`config.mk`:
```
export PLATFORM = sky130hd
export DESIGN_NAME = ordered_list_with_search_flat
export DESIGN_NICKNAME = d
export VERILOG_FILES = /design/src/olws_pkg.sv /design/src/olws_if.sv /design/src/olws_ram.sv /design/src/olws_ctrl.sv /design/src/ordered_list_with_search.sv /design/src/flat_wrapper.sv
export SDC_FILE = /design/constraint.sdc
export NUM_CORES = 1
export LEC_CHECK = 0
export BUFFER_PORTS_ARGS = -buffer_cell sky130_fd_sc_hd__clkbuf_2
export CAP_MARGIN = 20
export CORE_MARGIN = 1
export CORE_UTILIZATION = 35
export DETAILED_ROUTE_END_ITERATION = 8
export HOLD_SLACK_MARGIN = 0.03
export PLACE_DENSITY = 0.54
export SLEW_MARGIN = 5
export SYNTH_ARGS = -nofsm -noshare
export SYNTH_HDL_FRONTEND = slang
export SYNTH_SLANG_ARGS = --single-unit
```
`constraint.sdc`:
```
create_clock -name clk -period 4.87 [get_ports clk]
set_input_delay 0.2435 -clock clk [delete_from_list [all_inputs] [get_ports clk]]
set_output_delay 0.2435 -clock clk [all_outputs]
set_load 0.05 [all_outputs]
```
`src/olws_pkg.sv`:
```
// ----------------------------------------------------------------------------
// olws_pkg
// Shared widths, request and status codes for the ordered list block.
// ----------------------------------------------------------------------------
package olws_pkg;

  localparam int DEPTH_DEF = 16;
  localparam int OP_W      = 3;
  localparam int DATA_W    = 32;
  localparam int ST_W      = 2;

  // request codes
  localparam logic [OP_W-1:0] OP_PUSH_FRONT = 3'd0;
  localparam logic [OP_W-1:0] OP_PUSH_BACK  = 3'd1;
  localparam logic [OP_W-1:0] OP_POP_FRONT  = 3'd2;
  localparam logic [OP_W-1:0] OP_POP_BACK   = 3'd3;
  localparam logic [OP_W-1:0] OP_SEARCH     = 3'd4;
  localparam logic [OP_W-1:0] OP_DUMP       = 3'd5;

  // result status codes
  localparam logic [ST_W-1:0] ST_OK       = 2'd0;
  localparam logic [ST_W-1:0] ST_EMPTY    = 2'd1;
  localparam logic [ST_W-1:0] ST_FULL     = 2'd2;
  localparam logic [ST_W-1:0] ST_NOTFOUND = 2'd3;

  // result handed from the sequencer to the output register
  typedef struct packed {
    logic                     vld;
    logic [ST_W-1:0]          status;
    logic signed [DATA_W-1:0] value;
    logic                     last;
  } olws_emit_t;

endpackage

```
`src/olws_if.sv`:
```
// ----------------------------------------------------------------------------
// olws request / response channels
// Valid-ready channels; a transfer happens when valid and ready are high.
// ----------------------------------------------------------------------------
interface olws_in_if;
  logic                              valid;
  logic                              ready;
  logic [olws_pkg::OP_W-1:0]         op;
  logic signed [olws_pkg::DATA_W-1:0] item;

  modport source (output valid, output op, output item, input ready);
  modport sink   (input valid, input op, input item, output ready);
endinterface

interface olws_out_if #(
  parameter int POS_W = $clog2(olws_pkg::DEPTH_DEF + 1)
);
  logic                              valid;
  logic                              ready;
  logic [olws_pkg::ST_W-1:0]         status;
  logic signed [olws_pkg::DATA_W-1:0] value;
  logic [POS_W-1:0]                  position;
  logic                              last;

  modport source (output valid, output status, output value, output position,
                  output last, input ready);
  modport sink   (input valid, input status, input value, input position,
                  input last, output ready);
endinterface

```
`src/olws_ram.sv`:
```
// ----------------------------------------------------------------------------
// olws_ram
// Ring element store: one write port, one registered read port.
// ----------------------------------------------------------------------------
module olws_ram #(
  parameter int DEPTH = olws_pkg::DEPTH_DEF
) (
  input  logic                               clk,
  input  logic                               we,
  input  logic [$clog2(DEPTH)-1:0]           waddr,
  input  logic signed [olws_pkg::DATA_W-1:0] wdata,
  input  logic                               re,
  input  logic [$clog2(DEPTH)-1:0]           raddr,
  output logic signed [olws_pkg::DATA_W-1:0] rdata
);

  logic signed [olws_pkg::DATA_W-1:0] mem [DEPTH];

  always_ff @(posedge clk) begin
    if (we) begin
      mem[waddr] <= wdata;
    end
  end

  // read data holds while re is low
  always_ff @(posedge clk) begin
    if (re) begin
      rdata <= mem[raddr];
    end
  end

endmodule

```
`src/olws_ctrl.sv`:
```
// ----------------------------------------------------------------------------
// olws_ctrl
// Sequencer: ring pointers, store access and the shared compare unit.
// ----------------------------------------------------------------------------
module olws_ctrl #(
  parameter int DEPTH = olws_pkg::DEPTH_DEF
) (
  input  logic                                      clk,
  input  logic                                      rst,
  input  logic                                      req_valid,
  output logic                                      req_ready,
  input  logic [olws_pkg::OP_W-1:0]                 req_op,
  input  logic signed [olws_pkg::DATA_W-1:0]        req_item,
  input  logic                                      out_free,
  output olws_pkg::olws_emit_t                      emit,
  output logic [$clog2(DEPTH+1)-1:0]                emit_pos,
  output logic                                      mem_we,
  output logic [$clog2(DEPTH)-1:0]                  mem_waddr,
  output logic signed [olws_pkg::DATA_W-1:0]        mem_wdata,
  output logic                                      mem_re,
  output logic [$clog2(DEPTH)-1:0]                  mem_raddr,
  input  logic signed [olws_pkg::DATA_W-1:0]        mem_rdata
);

  localparam int IW = $clog2(DEPTH);
  localparam int CW = $clog2(DEPTH + 1);
  localparam int SW = IW + 1;

  localparam logic [2:0] S_IDLE   = 3'd0;
  localparam logic [2:0] S_RDWAIT = 3'd1;
  localparam logic [2:0] S_SCAN   = 3'd2;
  localparam logic [2:0] S_DUMP   = 3'd3;
  localparam logic [2:0] S_RESP   = 3'd4;

  logic [2:0]                        state;
  logic [IW-1:0]                     front;
  logic [CW-1:0]                     count;
  logic [IW-1:0]                     idx;
  logic [IW-1:0]                     ptr;
  logic signed [olws_pkg::DATA_W-1:0] item_q;
  logic [olws_pkg::ST_W-1:0]         res_status;
  logic signed [olws_pkg::DATA_W-1:0] res_value;
  logic [CW-1:0]                     res_pos;

  logic          accept, full, empty, hit, last_el;
  logic [IW-1:0] front_dec, front_inc, ptr_inc, back_wr, back_rd;
  logic [CW-1:0] cnt_m1, idx_p1;

  function automatic logic [IW-1:0] wrap_add(input logic [IW-1:0] base,
                                             input logic [IW-1:0] off);
    logic [SW-1:0] s;
    s = {1'b0, base} + {1'b0, off};
    if (s >= SW'(DEPTH)) begin
      s = s - SW'(DEPTH);
    end
    return s[IW-1:0];
  endfunction

  assign req_ready = (state == S_IDLE);
  assign accept    = req_valid && req_ready;
  assign full      = (count == CW'(DEPTH));
  assign empty     = (count == '0);
  assign cnt_m1    = count - CW'(1);
  assign front_dec = (front == '0) ? IW'(DEPTH - 1) : front - IW'(1);
  assign front_inc = (front == IW'(DEPTH - 1)) ? '0 : front + IW'(1);
  assign ptr_inc   = (ptr == IW'(DEPTH - 1)) ? '0 : ptr + IW'(1);
  assign back_wr   = wrap_add(front, count[IW-1:0]);
  assign back_rd   = wrap_add(front, cnt_m1[IW-1:0]);
  assign idx_p1    = CW'(idx) + CW'(1);
  assign last_el   = (idx_p1 == count);

  // shared compare unit: one stored element against the search key per cycle
  assign hit = (mem_rdata == item_q);

  // store write: inserts only, straight from the request
  always_comb begin
    mem_we    = accept && !full &&
                (req_op == olws_pkg::OP_PUSH_FRONT || req_op == olws_pkg::OP_PUSH_BACK);
    mem_waddr = (req_op == olws_pkg::OP_PUSH_FRONT) ? front_dec : back_wr;
    mem_wdata = req_item;
  end

  // store read
  always_comb begin
    mem_re    = 1'b0;
    mem_raddr = front;
    case (state)
      S_IDLE: begin
        if (accept && !empty) begin
          case (req_op)
            olws_pkg::OP_POP_FRONT, olws_pkg::OP_SEARCH, olws_pkg::OP_DUMP: begin
              mem_re = 1'b1;
            end
            olws_pkg::OP_POP_BACK: begin
              mem_re    = 1'b1;
              mem_raddr = back_rd;
            end
            default: begin
              mem_re = 1'b0;
            end
          endcase
        end
      end
      S_SCAN: begin
        mem_re    = !hit && !last_el;
        mem_raddr = ptr_inc;
      end
      S_DUMP: begin
        mem_re    = out_free && !last_el;
        mem_raddr = ptr_inc;
      end
      default: begin
        mem_re = 1'b0;
      end
    endcase
  end

  // result toward the output register, gated by its free slot
  always_comb begin
    emit.vld    = 1'b0;
    emit.status = res_status;
    emit.value  = res_value;
    emit.last   = 1'b1;
    emit_pos    = res_pos;
    case (state)
      S_RESP: begin
        emit.vld = out_free;
      end
      S_DUMP: begin
        emit.vld    = out_free;
        emit.status = olws_pkg::ST_OK;
        emit.value  = mem_rdata;
        emit.last   = last_el;
        emit_pos    = idx_p1;
      end
      default: begin
        emit.vld = 1'b0;
      end
    endcase
  end

  always_ff @(posedge clk) begin
    if (rst) begin
      state <= S_IDLE;
      front <= '0;
      count <= '0;
    end else begin
      case (state)
        S_IDLE: begin
          if (accept) begin
            item_q  <= req_item;
            idx     <= '0;
            ptr     <= front;
            res_pos <= '0;
            case (req_op)
              olws_pkg::OP_PUSH_FRONT, olws_pkg::OP_PUSH_BACK: begin
                res_value <= req_item;
                state     <= S_RESP;
                if (full) begin
                  res_status <= olws_pkg::ST_FULL;
                end else begin
                  res_status <= olws_pkg::ST_OK;
                  count      <= count + CW'(1);
                  if (req_op == olws_pkg::OP_PUSH_FRONT) begin
                    front <= front_dec;
                  end
                end
              end
              olws_pkg::OP_POP_FRONT, olws_pkg::OP_POP_BACK: begin
                if (empty) begin
                  res_status <= olws_pkg::ST_EMPTY;
                  res_value  <= '0;
                  state      <= S_RESP;
                end else begin
                  count <= cnt_m1;
                  if (req_op == olws_pkg::OP_POP_FRONT) begin
                    front <= front_inc;
                  end
                  state <= S_RDWAIT;
                end
              end
              olws_pkg::OP_SEARCH: begin
                if (empty) begin
                  res_status <= olws_pkg::ST_EMPTY;
                  res_value  <= req_item;
                  state      <= S_RESP;
                end else begin
                  state <= S_SCAN;
                end
              end
              olws_pkg::OP_DUMP: begin
                if (empty) begin
                  res_status <= olws_pkg::ST_EMPTY;
                  res_value  <= '0;
                  state      <= S_RESP;
                end else begin
                  state <= S_DUMP;
                end
              end
              default: begin
                state <= S_IDLE;
              end
            endcase
          end
        end
        S_RDWAIT: begin
          res_status <= olws_pkg::ST_OK;
          res_value  <= mem_rdata;
          state      <= S_RESP;
        end
        S_SCAN: begin
          if (hit) begin
            res_status <= olws_pkg::ST_OK;
            res_value  <= item_q;
            res_pos    <= idx_p1;
            state      <= S_RESP;
          end else if (last_el) begin
            res_status <= olws_pkg::ST_NOTFOUND;
            res_value  <= item_q;
            state      <= S_RESP;
          end else begin
            idx <= idx + IW'(1);
            ptr <= ptr_inc;
          end
        end
        S_DUMP: begin
          if (out_free) begin
            if (last_el) begin
              state <= S_IDLE;
            end else begin
              idx <= idx + IW'(1);
              ptr <= ptr_inc;
            end
          end
        end
        S_RESP: begin
          if (out_free) begin
            state <= S_IDLE;
          end
        end
        default: begin
          state <= S_IDLE;
        end
      endcase
    end
  end

endmodule

```
`src/ordered_list_with_search.sv`:
```
// ----------------------------------------------------------------------------
// ordered_list_with_search
// Bounded double-ended list in a ring store with linear search and read-out.
// ----------------------------------------------------------------------------
//
//  channel  dir  fields                           transfer when
//  -------  ---  -------------------------------  -------------------------
//  req      in   op, item                         req.valid && req.ready
//  rsp      out  status, value, position, last    rsp.valid && rsp.ready
//
//  Inserts write the store when taken; removes wait on the registered store
//  read. Search steps from the front to the first match or the last element;
//  read-out gives one result per cycle while the rsp register is free. Both
//  are paced by the single read port of the ring store, with one comparator.
//  Reset clears the front index and element count; store contents stay
//  undefined and are never read before being written.
//  Stalls: rsp is an output register; the sequencer waits on it only when it
//  has a new result, so a request can be taken while a result is pending.
//
module ordered_list_with_search #(
  parameter int DEPTH = olws_pkg::DEPTH_DEF
) (
  input  logic      clk,
  input  logic      rst,
  olws_in_if.sink   req,
  olws_out_if.source rsp
);

  localparam int IW    = $clog2(DEPTH);
  localparam int POS_W = $clog2(DEPTH + 1);

  olws_pkg::olws_emit_t               emit;
  logic [POS_W-1:0]                   emit_pos;
  logic                               out_free;

  logic                               mem_we, mem_re;
  logic [IW-1:0]                      mem_waddr, mem_raddr;
  logic signed [olws_pkg::DATA_W-1:0] mem_wdata, mem_rdata;

  // output register
  logic                               rsp_valid;
  logic [olws_pkg::ST_W-1:0]          rsp_status;
  logic signed [olws_pkg::DATA_W-1:0] rsp_value;
  logic [POS_W-1:0]                   rsp_position;
  logic                               rsp_last;

  // slot is free when empty or draining this cycle
  assign out_free = !rsp_valid || rsp.ready;

  olws_ctrl #(
    .DEPTH (DEPTH)
  ) u_ctrl (
    .clk       (clk),
    .rst       (rst),
    .req_valid (req.valid),
    .req_ready (req.ready),
    .req_op    (req.op),
    .req_item  (req.item),
    .out_free  (out_free),
    .emit      (emit),
    .emit_pos  (emit_pos),
    .mem_we    (mem_we),
    .mem_waddr (mem_waddr),
    .mem_wdata (mem_wdata),
    .mem_re    (mem_re),
    .mem_raddr (mem_raddr),
    .mem_rdata (mem_rdata)
  );

  olws_ram #(
    .DEPTH (DEPTH)
  ) u_ram (
    .clk   (clk),
    .we    (mem_we),
    .waddr (mem_waddr),
    .wdata (mem_wdata),
    .re    (mem_re),
    .raddr (mem_raddr),
    .rdata (mem_rdata)
  );

  always_ff @(posedge clk) begin
    if (rst) begin
      rsp_valid <= 1'b0;
    end else if (emit.vld) begin
      rsp_valid <= 1'b1;
    end else if (rsp.ready) begin
      rsp_valid <= 1'b0;
    end
  end

  // payload loads only on a new result; no reset needed
  always_ff @(posedge clk) begin
    if (emit.vld) begin
      rsp_status   <= emit.status;
      rsp_value    <= emit.value;
      rsp_position <= emit_pos;
      rsp_last     <= emit.last;
    end
  end

  assign rsp.valid    = rsp_valid;
  assign rsp.status   = rsp_status;
  assign rsp.value    = rsp_value;
  assign rsp.position = rsp_position;
  assign rsp.last     = rsp_last;

endmodule

```
`src/flat_wrapper.sv`:
```
// flat-port wrapper written by rule: the top's interface ports become plain ports
module ordered_list_with_search_flat 
#(
  parameter int DEPTH = olws_pkg::DEPTH_DEF
)
  (clk, rst, req_valid, req_op, req_item, req_ready, rsp_valid, rsp_status, rsp_value, rsp_position, rsp_last, rsp_ready);
  olws_in_if req_i ();
  olws_out_if rsp_i ();
  input  logic clk;
  input  logic rst;
  input wire logic [$bits(req_i.valid)-1:0] req_valid;
  input wire logic [$bits(req_i.op)-1:0] req_op;
  input wire logic [$bits(req_i.item)-1:0] req_item;
  output wire logic [$bits(req_i.ready)-1:0] req_ready;
  output wire logic [$bits(rsp_i.valid)-1:0] rsp_valid;
  output wire logic [$bits(rsp_i.status)-1:0] rsp_status;
  output wire logic [$bits(rsp_i.value)-1:0] rsp_value;
  output wire logic [$bits(rsp_i.position)-1:0] rsp_position;
  output wire logic [$bits(rsp_i.last)-1:0] rsp_last;
  input wire logic [$bits(rsp_i.ready)-1:0] rsp_ready;
  assign req_i.valid = req_valid;
  assign req_i.op = req_op;
  assign req_i.item = req_item;
  assign req_ready = req_i.ready;
  assign rsp_valid = rsp_i.valid;
  assign rsp_status = rsp_i.status;
  assign rsp_value = rsp_i.value;
  assign rsp_position = rsp_i.position;
  assign rsp_last = rsp_i.last;
  assign rsp_i.ready = rsp_ready;
  ordered_list_with_search #(.DEPTH(DEPTH)) u_core (.clk(clk), .rst(rst), .req(req_i), .rsp(rsp_i));
endmodule
```
==> metrics.cfg, run 1 <==
[run_status]
status=finished with violations
failed_checks=DRC

[synth]
ys_ff_latch=676
async_flop_share_pct=0
yosys_most_used_dff=edfxtp_1
synth_cells=1812
synth_cell_types=60
syn-mean-instance-area_um2=15.10
yosysSeqAreaShare_pct=73.74
synth_edf_count=663
synth_nets=1870
netlist_area_um2=27350
synth_warnings=0

[power]
power_leakage_nw=11.19
p_per_area_nw_per_um2=423.1
vdd_drop_max_uv=276.7
report.power.total_mw=13.46

[timing]
postLayoutSetupSlackWorst_ps=791.4
drv_slew=0
finalSetupViolCount=0
skew_ps=38.15
rsz0062_at_grt=no
slew_headroom_pct=26.68
whs_ps=57.96
tns_ps=0
fin_crit_sh_pct=83.75
hold_violations=0
tightest_slew_ps=1096
max_freq_mhz=245.2
fin_crit_ps=4079

[detailed_routing]
drc=1
routed_wl_mm=74.01
ant_nets=0
vias=16481
post_drt_wl_per_cell_um=24.56
dr.pass1.iters=9
drt_iter0_drc=1696
viasPerCell=5.470

[place]
place_ws_ps=796.7
place.gp.congestion=0.8101
place_hpwl_mm=42.17
io_buffers=80

[worst_hold_path]
worstHoldPathCells=1
hp-class=in -> reg
holdPathEnd=u_core.u_ram.mem[5][21]
holdCritStartpoint=req_item[21]

[worst_setup_path]
cp.required_ps=5210
worstPathMaxFanout=36
critical_path_arrival_ps=4420
reg2reg_slack_ps=790
cp_slowest_stage_delay_ps=700
endpoint_kind=flop
critPathSlowestCell=and2_4
start_kind=flop
crit_chain=inv_1 > ha_1 > nor4b_1 > nor4_1 > o221ai_1 > and2_4 > buf_4 > mux2i_1 > a221oi_1 > or4_1
reg2reg_depth=10
path_class=reg -> reg
r2r_start=u_core.u_ctrl.count[0]
worstReg2RegEnd=u_core.u_ram.rdata[24]

[final_layout]
fin_nets=1975
syn_to_final_growth_pct=16.32
drive_above_1_share_pct=14.05
layout_commonest_cell=edfxtp_1
most-common-layout-cells=663 x edfxtp_1, 252 x nand2_1, 150 x a21oi_1, 132 x mux2i_1, 125 x a221oi_1

[global_route]
grt_overflow_total=0
antenna_found_initial=4
grt_pass1_vias=15978
grt_max_degree=81
grt.total_usage_pct=18.66
grt_first_pass_wirelength_mm=107.6

[cts]
cts_hold_buf=1
cts_sinks=676
cts.path.max_buffers=3
htree_levels=3
post_cts_buffers=0
cts_root_buffer=clkbuf_16
insertion_delay_ps=630
ctsResizeCount=0
cts.clk_slew.worst_paths_ps=60
cts_buffers=72
cts_tree=built

[floorplan]
ioPinCount=81
fp.dieH_um=281.6
die_area_um2=79270
std_cell_rows=102
die_x_um=281.6
core-area_um2=77340
initial_utilization_pct=35.37

[flow_run]
cap_violations=0

[per-stage QoR]
stage / cell area, µm² / cells / utilization, %
2_1_floorplan: 27350 / 1812 / -
3_3_place_gp: 29400 / 2879 / 38.01
3_5_place_dp: 29440 / 2881 / 38.06
4_1_cts: 31790 / 3011 / 41.11
5_1_grt: 31820 / 3013 / 41.14
6_report: 31820 / 3013 / 41.14
[metal layers]
| metal | track usage, % | routed length [µm] | up-vias |
|---|---|---|---|
| met5 | 0 | 18 | - |
| met4 | 5.504 | 1812 | 4 |
| met3 | 3.431 | 5201 | 121 |
| met2 | 29.32 | 34200 | 607 |
| met1 | 26.31 | 32780 | 8441 |
| li1 | - | - | 7308 |
[Yosys cell counts, drive strengths merged, types with 2 or more instances]
master	instances	area share (%)
nand4	4	0.091
xnor2	11	0.35
a211oi	2	0.055
dfxtp	13	0.95
xor2	41	1.3
buf	32	0.71
and2	3	0.069
nor4b	2	0.064
a311o	2	0.073
mux4	4	0.33
a221oi	125	4.0
fa	2	0.15
a21o	5	0.14
or3	5	0.11
nor2b	4	0.091
nand2b	4	0.091
mux2i	132	4.8
o21ai	22	0.46
a22oi	2	0.055
nor3	7	0.13
a21oi	150	2.7
or4b	2	0.087
nand3	8	0.15
nor2	64	0.88
edfxtp	663	73
o22ai	3	0.069
nand2	254	3.5
a31oi	4	0.091
o211ai	4	0.16
or4	34	0.93
a222oi	32	1.2
nor4	11	0.25
clkbuf	76	1.0
a2111oi	2	0.087
inv	50	0.69
ha	17	0.78
[power by group]
| part | total, mW | internal [mW] | switching [mW] |
|---|---|---|---|
| logic | 1.34 | 0.425 | 0.916 |
| registers | 6.65 | 6.57 | 0.0772 |
| clock network | 5.48 | 3.22 | 2.25 |
| total | 13.5 | 10.2 | 3.25 |
[logic make-up (layout without fill, tap and decap cells)]
group,Yosys count,in the layout,synth area share [%]
DFF,676,676,73.74
and+or+nand+nor,407,407,6.605
AOI/OAI and AO/OA,363,363,9.428
buffers and inverters,158,318,2.438
muxes,137,137,5.201
xor gates and xnor gates,52,52,1.665
adders and majority gates,19,19,0.9240
other,0,1,0
[registers in the layout, indices dropped and copies added (netlist names)]
signal                    flops
u_core.rsp.status             2
u_core.u_ctrl.state           3
u_core.u_ctrl.ptr             4
u_core.u_ctrl.idx             4
u_core.u_ctrl.res_pos         5
u_core.u_ctrl.item_q         32
u_core.u_ram.rdata           32
u_core.rsp.position           5
u_core.u_ctrl.count           5
u_core.u_ctrl.res_status      2
u_core.rsp.last               1
u_core.u_ram.mem            512
u_core.rsp.valid              1
u_core.u_ctrl.res_value      32
u_core.rsp.value             32
u_core.u_ctrl.front           4
[area by class of cell]
class                   count  area, µm²
fillers                  7079      45520
clock buffers              89       1908
flip-flops and latches    676      20170
multi-input cells         978       6738
diodes                      1      2.502
repair buffers            139       1071
well taps                1040       1301
inverters                  50      187.7
clock inverters            40      439.2
[how the worst max path moves through the flow]
stage,startpoint,end,slack [ps],cells after the start
6_report,u_core.u_ctrl.count[0],u_core.u_ram.rdata[24],790,10
5_1_grt,u_core.u_ctrl.count[0],u_core.u_ram.rdata[31],510,10
4_1_cts,u_core.u_ctrl.count[0],u_core.u_ram.rdata[24],770,10
3_5_place_dp,u_core.u_ctrl.count[0],u_core.u_ram.rdata[23],800,10
3_3_place_gp,u_core.u_ctrl.count[1],u_core.u_ram.rdata[2],910,12
2_1_floorplan,u_core.u_ctrl.idx[0],u_core.u_ctrl.res_value[0],310,7
[worst max-delay path, delay by kind of cell (launching register included)]
family | cells | cell delay (ps)
flip-flops | 1 | 380
adder cells (fa/ha/maj) | 1 | 200
buffers and inverters | 2 | 600
AO/OA/AOI/OAI | 2 | 460
multiplexers | 1 | 250
AND/OR/NAND/NOR | 4 | 1860
Note: power is estimated with default switching activity, not from simulation.
==> inputs of run 2 (changes only) <==
PLACE_DENSITY = 0.52   (was 0.54)
clock period = 4 ns   (was 4.87 ns; I/O delays follow)
==> run 2 against run 1 <==
Effect of this change: the run now ends clean; wire length up 2.0%; largest cell class unchanged; die area unchanged; utilization up 0.75 points; critical path depth up 2; via count up 0.11%.
==> metrics.cfg, run 2 (synthesis results as in run 1) <==
[worst_setup_path]
endpoint_kind=flop
path_class=reg -> reg
worstPathMaxFanout=31  ; -14%
start_kind=flop
reg2reg_depth=12  ; +2
cp.required_ps=4330  ; -880 ps
critical_path_arrival_ps=4120  ; -300 ps

[detailed_routing]
vias=16499  ; +0.11%
dr.pass1.iters=9  ; unchanged
drc=0  ; -1
routed_wl_mm=75.51  ; +2.0%
post_drt_wl_per_cell_um=24.73  ; +0.69%
drt_iter0_drc=1771  ; +4.4%
ant_nets=0  ; unchanged
viasPerCell=5.404  ; -1.2%

[cts]
cts.path.max_buffers=3  ; unchanged
insertion_delay_ps=620  ; about the same
cts_tree=built
cts.clk_slew.worst_paths_ps=60  ; about the same
cts_root_buffer=clkbuf_16
cts_buffers=73  ; +1.4%
htree_levels=3  ; unchanged
post_cts_buffers=0  ; unchanged
cts_sinks=676  ; unchanged
ctsResizeCount=0  ; unchanged

[worst_hold_path]
hp-class=in -> reg
worstHoldPathCells=1  ; unchanged

[timing]
max_freq_mhz=264.0  ; +7.7%
finalSetupViolCount=0  ; unchanged
tightest_slew_ps=1073  ; -22.58 ps
fin_crit_ps=3788  ; -291.0 ps
skew_ps=24.06  ; -14.09 ps
fin_crit_sh_pct=94.69  ; +11 points
slew_headroom_pct=28.19  ; +1.5 points
hold_violations=0  ; unchanged
rsz0062_at_grt=no
tns_ps=0  ; unchanged
drv_slew=0  ; unchanged

[final_layout]
layout_commonest_cell=edfxtp_1
regMostFlops=u_core.u_ram.mem
layoutNonFillerInstCount=3053  ; +1.3%
largest_reg_flops=512  ; unchanged
most-common-layout-cells=663 x edfxtp_1, 252 x nand2_1, 150 x a21oi_1, 132 x mux2i_1, 125 x a221oi_1
syn_to_final_growth_pct=18.45
drive_above_1_share_pct=15.01  ; +0.96 points
fin_nets=2015  ; +2.0%
fin_area_um2=32400  ; +1.8%

[place]
io_buffers=80  ; unchanged
dp_cells=2898  ; +0.59%
dpl-instance-area_um2=29660  ; +0.77%
place_hpwl_mm=41.93  ; -0.58%
place.gp.congestion=0.7985  ; -1.4%

[floorplan]
die_area_um2=79270  ; unchanged
std_cell_rows=102  ; unchanged
fp.dieH_um=281.6  ; unchanged
core-area_um2=77340  ; unchanged
ioPinCount=81  ; unchanged
die_x_um=281.6  ; unchanged
initial_utilization_pct=35.37  ; unchanged

[power]
power_leakage_nw=11.48  ; +2.6%
p_per_area_nw_per_um2=519.1  ; +23%
vdd_drop_max_uv=352.7  ; +27%

[global_route]
grt_max_degree=88  ; +8.6%
grt.total_usage_pct=19.15  ; +0.50 points
antenna_found_initial=4  ; unchanged
grt_overflow_total=0  ; unchanged
grt_pass1_vias=16149  ; +1.1%
grt_first_pass_wirelength_mm=110.1  ; +2.4%

[flow_run]
cap_violations=0  ; unchanged

[run_status]
status=finished, final reports clean

## run 2: changes by cell type in the layout (fill, tap and decap cells not counted), sizes merged
cell,before,now
dlygate4sd3,1,24
buf,58,74
clkbuf,169,162
bufinv,8,13
clkinv,29,31
inv,52,53
## run 2: cell type report
| type | count | area [µm²] |
|---|---|---|
| Multi-Input combinational cell | 978 | 6738 |
| Timing Repair Buffer | 178 | 1509 |
| Sequential cell | 676 | 20170 |
| Clock inverter | 48 | 609.3 |
| Antenna cell | 1 | 2.502 |
| Tap cell | 1040 | 1301 |
| Clock buffer | 82 | 1882 |
| Inverter | 50 | 187.7 |
| Fill cell | 7094 | 44940 |
## run 2: timing repair
item                                    in CTS  in global routing
endpoints found under the hold margin      317                  0
endpoints found under the setup margin       0                  0
hold buffers                                24                  0
## run 2: stage by stage
step	utilization, %	worst slack (ps)	hold slack [ps]	power, mW
finish	41.89	212.3	52.33	16.82
global placement	38.36	321.4	500.1	9.898
global route	41.89	16.18	55.60	17.38
floorplan	-	90.96	269.1	9.229
CTS	41.89	218.8	32.16	16.96
detailed placement	38.36	252.3	506.3	9.921
## run 2: final timing paths
path                             end  slack [ps]                   startpoint
max reg2reg   u_core.u_ram.rdata[17]         210       u_core.u_ctrl.count[0]
min reg2reg     u_core.rsp.value[23]         520  u_core.u_ctrl.res_value[23]
min          u_core.u_ram.mem[1][18]          50                 req_item[18]
max           u_core.u_ram.rdata[17]         210       u_core.u_ctrl.count[0]
## run 2: power by group
part	internal [mW]	switching, mW
Combinational	0.568	1.14
Clock	4.24	2.79
Sequential	8.00	0.0844
## run 2: metal layers
layer / global-route usage (%) / vias to the layer above / wire (µm)
li1: - / 7383 / -
met1: 27.10 / 8482 / 34400
met2: 30.77 / 540 / 35390
met3: 3.339 / 92 / 4317
met4: 4.208 / 2 / 1397
met5: 0 / - / 13
## run 2: critical path, stage by stage (launching register included)
cell	delay [ps]
dfxtp_1	460
inv_1	160
ha_1	390
inv_1	70
ha_1	290
a21o_1	180
a21oi_1	180
xnor2_1	210
mux2_2	440
o21ai_4	180
buf_12	280
a221oi_1	90
or4_1	560
